<file path="src/hw/rtl/trajectory_segment_time_defines.svh">
// Assertion macros for the segment time block.
`ifndef TRAJECTORY_SEGMENT_TIME_DEFINES_SVH
`define TRAJECTORY_SEGMENT_TIME_DEFINES_SVH

// Implication checked on every clock edge outside reset.
`define TST_ASSERT_IMP(lbl, clk, rstn, ante, cons) \
    lbl: assert property (@(posedge clk) disable iff (!rstn) (ante) |-> (cons)) \
        else $error("assertion failed");

// Next-cycle implication checked outside reset.
`define TST_ASSERT_NEXT(lbl, clk, rstn, ante, cons) \
    lbl: assert property (@(posedge clk) disable iff (!rstn) (ante) |=> (cons)) \
        else $error("assertion failed");

`endif

</file>
<file path="src/hw/rtl/tst_arith.sv">
// ---------------------------------------------------------------------------
// tst_arith: shared iterative unit
// Restoring square root or divide, one result bit per cycle.
// ---------------------------------------------------------------------------
`default_nettype none
module tst_arith (
    input  wire logic         aclk,
    input  wire logic         aresetn,
    input  wire logic         start_sqrt,
    input  wire logic         start_div,
    input  wire logic [67:0]  radicand,
    input  wire logic [63:0]  dividend,
    input  wire logic [31:0]  divisor,
    output logic              busy,
    output logic [63:0]       result
);
    // sqrt: 34 steps over 68-bit radicand; div: 64 steps of 64/32 unsigned
    logic        busy_reg, busy_next;
    logic        mode_reg, mode_next;
    logic [6:0]  cnt_reg, cnt_next;
    logic [67:0] src_reg, src_next;
    logic [69:0] rem_reg, rem_next;
    logic [63:0] q_reg, q_next;
    logic [31:0] dv_reg, dv_next;
    logic [69:0] trial, rem_sh;

    always_ff @(posedge aclk) begin
        if (!aresetn) begin
            busy_reg <= 1'b0;
            cnt_reg  <= '0;
        end else begin
            busy_reg <= busy_next;
            cnt_reg  <= cnt_next;
        end
        mode_reg <= mode_next;
        src_reg  <= src_next;
        rem_reg  <= rem_next;
        q_reg    <= q_next;
        dv_reg   <= dv_next;
    end

    always_comb begin
        busy_next = busy_reg;
        mode_next = mode_reg;
        cnt_next  = cnt_reg;
        src_next  = src_reg;
        rem_next  = rem_reg;
        q_next    = q_reg;
        dv_next   = dv_reg;
        rem_sh    = '0;
        trial     = '0;
        if (start_sqrt) begin
            busy_next = 1'b1;
            mode_next = 1'b0;
            cnt_next  = 7'd34;
            src_next  = radicand;
            rem_next  = '0;
            q_next    = '0;
        end else if (start_div) begin
            busy_next = 1'b1;
            mode_next = 1'b1;
            cnt_next  = 7'd64;
            src_next  = {4'd0, dividend};
            rem_next  = '0;
            q_next    = '0;
            dv_next   = divisor;
        end else if (busy_reg) begin
            if (!mode_reg) begin
                rem_sh   = {rem_reg[67:0], src_reg[67:66]};
                trial    = {4'd0, q_reg[63:0], 2'b01};
                src_next = {src_reg[65:0], 2'b00};
                if (rem_sh >= trial) begin
                    rem_next = rem_sh - trial;
                    q_next   = {q_reg[62:0], 1'b1};
                end else begin
                    rem_next = rem_sh;
                    q_next   = {q_reg[62:0], 1'b0};
                end
            end else begin
                rem_sh   = {rem_reg[68:0], src_reg[63]};
                trial    = {38'd0, dv_reg};
                src_next = {src_reg[66:0], 1'b0};
                if (rem_sh >= trial) begin
                    rem_next = rem_sh - trial;
                    q_next   = {q_reg[62:0], 1'b1};
                end else begin
                    rem_next = rem_sh;
                    q_next   = {q_reg[62:0], 1'b0};
                end
            end
            cnt_next = cnt_reg - 7'd1;
            if (cnt_reg == 7'd1) begin
                busy_next = 1'b0;
            end
        end
    end

    assign busy   = busy_reg;
    assign result = q_reg;
endmodule
`default_nettype wire

</file>
<file path="config.mk">
export PLATFORM = sky130hd
export DESIGN_NAME = tst_arith
export DESIGN_NICKNAME = d
export VERILOG_FILES = /design/src/hw/rtl/trajectory_segment_time_defines.svh /design/src/hw/rtl/tst_arith.sv
export SDC_FILE = /design/constraint.sdc
export NUM_CORES = 1
export LEC_CHECK = 0
export ABC_AREA = 1
export BUFFER_PORTS_ARGS = -buffer_cell sky130_fd_sc_hd__buf_2
export CORE_MARGIN = 2
export CORE_UTILIZATION = 40
export CTS_CLUSTER_SIZE = 8
export DETAILED_ROUTE_END_ITERATION = 12
export GPL_ROUTABILITY_DRIVEN = 0
export PLACE_DENSITY_LB_ADDON = 0.08
export SLEW_MARGIN = 20
export SYNTH_ARGS = -nofsm -noshare
export SYNTH_HDL_FRONTEND = slang
export SYNTH_SLANG_ARGS = --single-unit
</file>
<file path="constraint.sdc">
create_clock -name aclk -period 11.8 [get_ports aclk]
set_clock_uncertainty 0.2 [all_clocks]
set_input_delay 1.18 -clock aclk [delete_from_list [all_inputs] [get_ports aclk]]
set_output_delay 1.18 -clock aclk [all_outputs]
set_load 0.05 [all_outputs]
</file>
==> results of run 1 <==
kinds of logic (layout without fill, tap and decap cells):
logic type / after synthesis / in the layout
xor gates and xnor gates: 53 / 53
adders and majority gates: 101 / 101
buffers and inverters: 779 / 975
and+or+nand+nor: 2267 / 2267
DFF: 242 / 242
AOI/OAI and AO/OA: 419 / 419
worst paths after layout:
check | start | to | slack [ns] | cells after the start
max reg2reg | src_reg[63] | rem_reg[19] | 7.67 | 18
max | src_reg[63] | rem_reg[19] | 7.67 | 18
min reg2reg | cnt_reg[0] | cnt_reg[0] | 0.30 | 2
min | cnt_reg[0] | cnt_reg[0] | 0.30 | 2
per-layer routing:
| layer | global-route usage (%) | vias up | share of wire [%] |
|---|---|---|---|
| met3 | 4.25 | 191 | 7.7 |
| met4 | 12.6 | 4 | 4.4 |
| met5 | 0 | - | 0.024 |
| li1 | - | 12500 | - |
| met2 | 46.1 | 922 | 42 |
| met1 | 42.2 | 10900 | 46 |
Yosys cell counts, types with 13 or more instances:
cell,instances,area [um2]
sky130_fd_sc_hd__o21ai_0,129,646
sky130_fd_sc_hd__inv_1,666,2500
sky130_fd_sc_hd__nand3_1,342,1710
sky130_fd_sc_hd__xor2_1,20,175
sky130_fd_sc_hd__nor2_1,385,1450
sky130_fd_sc_hd__o21bai_1,13,97.6
sky130_fd_sc_hd__ha_1,100,1250
sky130_fd_sc_hd__dfxtp_1,142,2840
sky130_fd_sc_hd__nor3_1,27,135
sky130_fd_sc_hd__nand4_1,48,300
sky130_fd_sc_hd__clkbuf_1,63,236
sky130_fd_sc_hd__nand3b_1,15,113
sky130_fd_sc_hd__edfxtp_1,100,3000
sky130_fd_sc_hd__xnor2_1,33,289
sky130_fd_sc_hd__buf_4,15,113
sky130_fd_sc_hd__nand2_1,1407,5280
sky130_fd_sc_hd__o22ai_1,64,400
sky130_fd_sc_hd__a21oi_1,196,981
where the power goes:
group / switching (uW) / internal (uW)
Sequential: 77.0 / 938
Clock: 416 / 608
Combinational: 1640 / 656
cell usage in the layout (no fill, tap or decap), drive strengths merged:
cell    count
nor2      396
inv       674
bufinv      1
and2        3
a31o        1
a22o        1
o22ai      64
clkbuf     51
nand4      48
a21boi      1
nor3       28
o21a        1
o21bai     13
nand2    1414
ha        100
nand3b     15
nor3b       3
a21oi     196
clkinv      4
or2         4
a21o        1
o211ai      1
a211oi      1
buf       245
xor2       20
dfxtp     142
edfxtp    100
nor2b       1
nor4        8
a311oi      1
nand3     345
fa          1
a31oi       2
nor4b       1
o21ai     136
and3        1
xnor2      33
per-stage QoR:
step                power [uW]  worst slack, ns  hold slack, ns
global route              4620             7.32           0.346
CTS                       4300             7.68           0.298
global placement          3280             7.65           0.284
floorplan                 2550             7.25           0.258
finish                    4340             7.67           0.300
detailed placement        3260             7.70           0.292
worst reg2reg max path: cells and delay by family, from the launching register on:
kind / cells / cell delay, ns
buffers and inverters: 4 / 1.26
and+or+nand+nor: 11 / 1.13
DFF: 1 / 0.53
adders and majority gates: 2 / 0.65
AOI/OAI and AO/OA: 1 / 0.26
cell type report:
cell class	instances	area, um2	area share (%)
Timing Repair Buffer	245	1260	5.04
Tap cell	748	936	3.74
Clock buffer	51	1000	4.00
Clock inverter	6	80.1	0.320
Inverter	673	2530	10.1
Sequential cell	242	5850	23.4
Multi-Input combinational cell	2840	13300	53.4
==> run summary, run 1 <==
- cell with the largest stage delay on the worst path: sky130_fd_sc_hd__buf_4
- Detailed Route Iter0 Violations: 2,317
- Total Routed Length: 87.2 mm
- area share of fa/ha/maj cells after synthesis: 5.72%
- detailed placer's ending HPWL: 70.3 mm
- cells after synthesis: 3,861
- Die W: 240 um
- # Post-CTS Setup Buffers: 0
- overall via count from detail_route: 24,500
- Net count, final: 4,308
- largest net degree at the start of global routing: 84
- detailed-route vias per instance: 5.11
- DR WL/cell: 18.2 um
- final max-slew violation count: 0
- Buffers & Inverters on Critical Path: 4
- TritonCTS clock tree: done
- kind of cell adding the most delay to the critical path: buffers and inverters
- number of distinct library cells after synthesis: 52
- CP startpoint kind: flop
- CTS Hold Bufs: 0
- IR drop worst, VDD: 0.0959 mV
- final standard cell utilization of the core: 45.5%
- number of diodes: 0
- Synth Area in Compound Gates: 10.1%
- critical path peak fanout: 70
- global-route wire length before repair: 132 mm
- critical path, cell by cell: inv_1 -> ha_1 -> inv_1 -> fa_1 -> nand2_1 -> nand3_1 -> nand2_1 -> nand2_2 -> nand2_1 -> nand2_2 -> nand2_2 -> nand3_4 -> buf_4 -> inv_2 -> o21ai_1 -> nand3_1 -> nand2_1 -> nand2_1
- path class of the lowest-slack min-delay path: flop to flop
- post-route setup TNS: 0 ns
- total routing resource utilization after global routing: 30.1%
- area growth from synthesis to layout: 12.5%
- Die Area: 57,400 um2
- run status: complete, no violations
- net count of the mapped netlist: 4,130
- asr flop ratio synth: 0%
- DR DRC count: 0
- post-cts repair resize count: 0
- Antenna Nets Post-Route: 0
- clock edge transition at the registers on the reported setup and hold paths: 0.05 ns
- antenna violations before repair: 2
- cell area reported after detailed placement: 23,900 um2
- share of layout cells above drive strength 1: 8.18%
- fill cell instance count of the final layout: 6,188
- dominant combinational cell family by area after synthesis: simple AND/OR/NAND/NOR gates
- top flip-flop cell by instance count after synthesis: sky130_fd_sc_hd__dfxtp_1
- number of non-filler instances in the completed layout: 4,805
- detailed-routing iteration count for the pre-antenna-repair pass: 6
- leakage: 0.0134 uW
- post-synthesis sequential area ratio: 26.3%
- period utilisation layout: 35.0%
- most used cell along the critical path: sky130_fd_sc_hd__nand2_1
- final setup violation count: 0
- post-synthesis area per instance: 5.75 um2
- Inserted Clock Buffers: 37
- kind of end point of the critical path: flop
- arrival time reported for the critical path endpoint: 4.39 ns
- number of levels the H-tree was split into: 2
- xor/xnor cell area share of the yosys netlist: 2.09%
- clock sinks: 242
- number of global-route vias before repair: 22,800
- Post-Syn Area: 22,200 um2
- RSZ-0062 raised after global routing: false
- number of warnings reported in the yosys synthesis log: 0
- simple-gate area share of the yosys netlist: 42.1%
- post-layout min period: 4.13 ns
- worst max-slew margin expressed relative to the limit: 32.3%
- flop and latch count out of synthesis: 242
- Cells after DPL: 4,748
- areal power density over the cells: 174 nW/um2
- number of port buffers: 232
- area inside the core boundary: 55,000 um2
- Worst path max stage delay: 0.67 ns
- IO Count: 233
- flip-flop count of the largest register after layout: 69
- share of cell area taken by muxes after synthesis: 0%
- number of placement rows: 86
- Initial Util: 40.4%
- Post-synth EDFFs: 100
- worst path required time: 12.06 ns
- count of endpoints failing hold in the final timing report: 0
- residual overflow from global routing: 0
- clk_lat worst skew: 0.57 ns
- CTS root buffer: sky130_fd_sc_hd__clkbuf_16
- max cap viols: 0
- worst setup path category: flop to flop
- achievable frequency: 242 MHz
- post-layout instance area: 25,000 um2
- Die Span Y: 240 um
- transition time of the tightest slew-check pin: 1.01 ns
- Max Root-Sink Buffers: 3
No activity file was read; power rests on OpenSTA's default activity.
==> run 2: changes to the inputs <==
Clock period 11.8 ns to 3.45 ns, I/O delays scaled along.
==> run 2 against run 1 <==
  * Largest cell class unchanged
  * Highest routed layer unchanged
  * Via count rose by 4.7%
  * Setup slack got worse by 7.4 ns
  * Design area up 9.0%
  * Utilization grew 4.1 points
  * First-iteration DRC count down 7.1%
==> run summary, run 2 (synthesis results as in run 1) <==
- run status: complete, no violations
- detailed placer's ending HPWL: 71.6 mm, +1.9%
- post-route setup TNS: 0 ns, unchanged
- Inserted Clock Buffers: 37, unchanged
- Die W: 240 um, unchanged
- register-to-register setup slack: 0.24 ns, -7.43 ns
- Initial Util: 40.4%, unchanged
- flip-flop count of the largest register after layout: 69, unchanged
- kind of end point of the critical path: flop
- RSZ-0062 raised after global routing: false
- residual overflow from global routing: 0, unchanged
- overall via count from detail_route: 25,700, +4.7%
- Antenna Nets Post-Route: 0, unchanged
- max cap viols: 0, unchanged
- final setup violation count: 0, unchanged
- Die Span Y: 240 um, unchanged
- worst max-slew margin expressed relative to the limit: 50.8%, +19 points
- area inside the core boundary: 55,000 um2, unchanged
- clk_lat worst skew: 0.59 ns, +0.02 ns
- worst hold stages: 3, +1
- worst setup path category: flop to flop
- largest net degree at the start of global routing: 138, +64%
- area growth from synthesis to layout: 22.7%
- achievable frequency: 311 MHz, +29%
- R2R Path End: rem_reg[28]
- areal power density over the cells: 565 nW/um2, +230%
- number of levels the H-tree was split into: 2, unchanged
- worst setup path start: rem_reg[10]
- most frequent cells in the layout: sky130_fd_sc_hd__nand2_1 (1,407), sky130_fd_sc_hd__inv_1 (663), sky130_fd_sc_hd__nor2_1 (381)
- clock sinks: 242, unchanged
- leakage: 0.0145 uW, +8.1%
- IR drop worst, VDD: 0.311 mV, +220%
- IO Count: 233, unchanged
- period utilisation layout: 93.1%, +58 points
- arrival time reported for the critical path endpoint: 3.54 ns, -0.85 ns
- post-layout min period: 3.21 ns, -0.921 ns
- TritonCTS clock tree: done
- DR WL/cell: 17.9 um, -1.5%
- Hold Path End: mode_reg
- Reg2Reg Launch Point: rem_reg[10]
- antenna violations before repair: 2, unchanged
- transition time of the tightest slew-check pin: 0.739 ns, -0.274 ns
- number of diodes: 0, unchanged
- power share of the combinational group: 54.2%, +1.2 points
- Total Routed Length: 90.1 mm, +3.2%
- final standard cell utilization of the core: 49.6%, +4.1 points
- number of port buffers: 232, unchanged
- number of global-route vias before repair: 23,900, +4.7%
- clock edge transition at the registers on the reported setup and hold paths: 0.06 ns, about the same
- startpoint of the tightest hold check path: start_div
- worst path required time: 3.77 ns, -8.29 ns
- most common library cell in the layout ignoring fill and taps: sky130_fd_sc_hd__nand2_1
- count of endpoints failing hold in the final timing report: 0, unchanged
- Max Root-Sink Buffers: 3, unchanged
- detailed-route vias per instance: 5.10, about the same
- detailed-routing iteration count for the pre-antenna-repair pass: 5, -1
- DR DRC count: 0, unchanged
- share of layout cells above drive strength 1: 9.28%, +1.1 points
- Detailed Route Iter0 Violations: 2,152, -7.1%
- Reg power frac: 22.3%, -1.1 points
- CP startpoint kind: flop
- cell count of the worst reg-to-reg path: 17, -1
- critical path peak fanout: 35, -50%
- clock share of power: 23.5%, about the same
- final max-slew violation count: 0, unchanged
- Die Area: 57,400 um2, unchanged
- switching power: 7440 uW, +250%
- Sw Ratio: 48.3%, -0.96 points
- internal cell power: 7960 uW, +260%
- Net count, final: 4,538, +5.3%
- path class of the lowest-slack min-delay path: primary input to flop
- CTS root buffer: sky130_fd_sc_hd__clkbuf_16
- global-route wire length before repair: 137 mm, +3.4%
- total routing resource utilization after global routing: 31.1%, +0.96 points
- number of placement rows: 86, unchanged
[run 2: worst max-delay path by stage]
stage                        endpoint  depth (start not counted)
after detailed placement  rem_reg[30]                         16
after floorplan           rem_reg[56]                         17
final                     rem_reg[28]                         17
after global placement    rem_reg[30]                         16
after global routing      rem_reg[22]                         17
after CTS                 rem_reg[23]                         17
[run 2: critical path, stage by stage, from the launching register on]
cell	delay [ns]
sky130_fd_sc_hd__dfxtp_1	0.56
sky130_fd_sc_hd__ha_1	0.39
sky130_fd_sc_hd__nand2_1	0.15
sky130_fd_sc_hd__inv_1	0.06
sky130_fd_sc_hd__a21oi_1	0.22
sky130_fd_sc_hd__nand2_1	0.11
sky130_fd_sc_hd__nand2_1	0.08
sky130_fd_sc_hd__nand3_2	0.15
sky130_fd_sc_hd__nand2_1	0.12
sky130_fd_sc_hd__nand2_2	0.08
sky130_fd_sc_hd__nand3_4	0.10
sky130_fd_sc_hd__nand2_8	0.18
sky130_fd_sc_hd__nor2_4	0.27
sky130_fd_sc_hd__buf_4	0.22
sky130_fd_sc_hd__nand2_1	0.06
sky130_fd_sc_hd__nand3_1	0.09
sky130_fd_sc_hd__nand2_1	0.05
sky130_fd_sc_hd__nand2_1	0.06
[run 2: area by class of cell]
| class | instances | area (um2) |
|---|---|---|
| Clock buffer | 53 | 1010 |
| Clock inverter | 5 | 101 |
| Fill cell | 5881 | 27700 |
| Inverter | 673 | 2530 |
| Multi-Input combinational cell | 2840 | 13300 |
| Sequential cell | 242 | 5850 |
| Tap cell | 748 | 936 |
| Timing Repair Buffer | 475 | 3490 |
[run 2: stage by stage]
stage / setup WS, ns / cells / instance area [um2] / hold WS (ns) / total power, uW
finish: 0.237 / 5036 / 27300 / 0.0227 / 15400
floorplan: 0.618 / 3861 / 22200 / 0.244 / 8720
global route: 0.0295 / 5036 / 27300 / 0.0672 / 16400
CTS: 0.221 / 5035 / 27200 / 0.0218 / 15300
detailed placement: 0.267 / 4811 / 24500 / 0.282 / 11400
global placement: 0.271 / 4811 / 24500 / 0.285 / 11400
[run 2: repair_timing]
action                                 4_1_cts  5_1_grt
endpoints found under the hold margin      108        0
gates resized for setup                      0        3
hold buffers                               166        0
buffers inserted                             0        1
setup endpoints to repair                    0        4
[run 2: per-layer routing]
layer / track usage (%) / routed length, um / vias to the layer above
met1: 42.9 / 40300 / 11600
li1: - / - / 12900
met5: 0 / 23 / -
met2: 48.6 / 38900 / 1018
met3: 4.62 / 7160 / 176
met4: 12.2 / 3630 / 4
[run 2: power by group through the flow]
stage | clock network [uW] | logic (uW) | registers [uW]
floorplan | 0 | 5340 | 3380
global placement | 0 | 7940 | 3470
detailed placement | 0 | 7900 | 3470
CTS | 3690 | 8150 | 3420
global route | 3800 | 9170 | 3440
finish | 3620 | 8350 | 3430
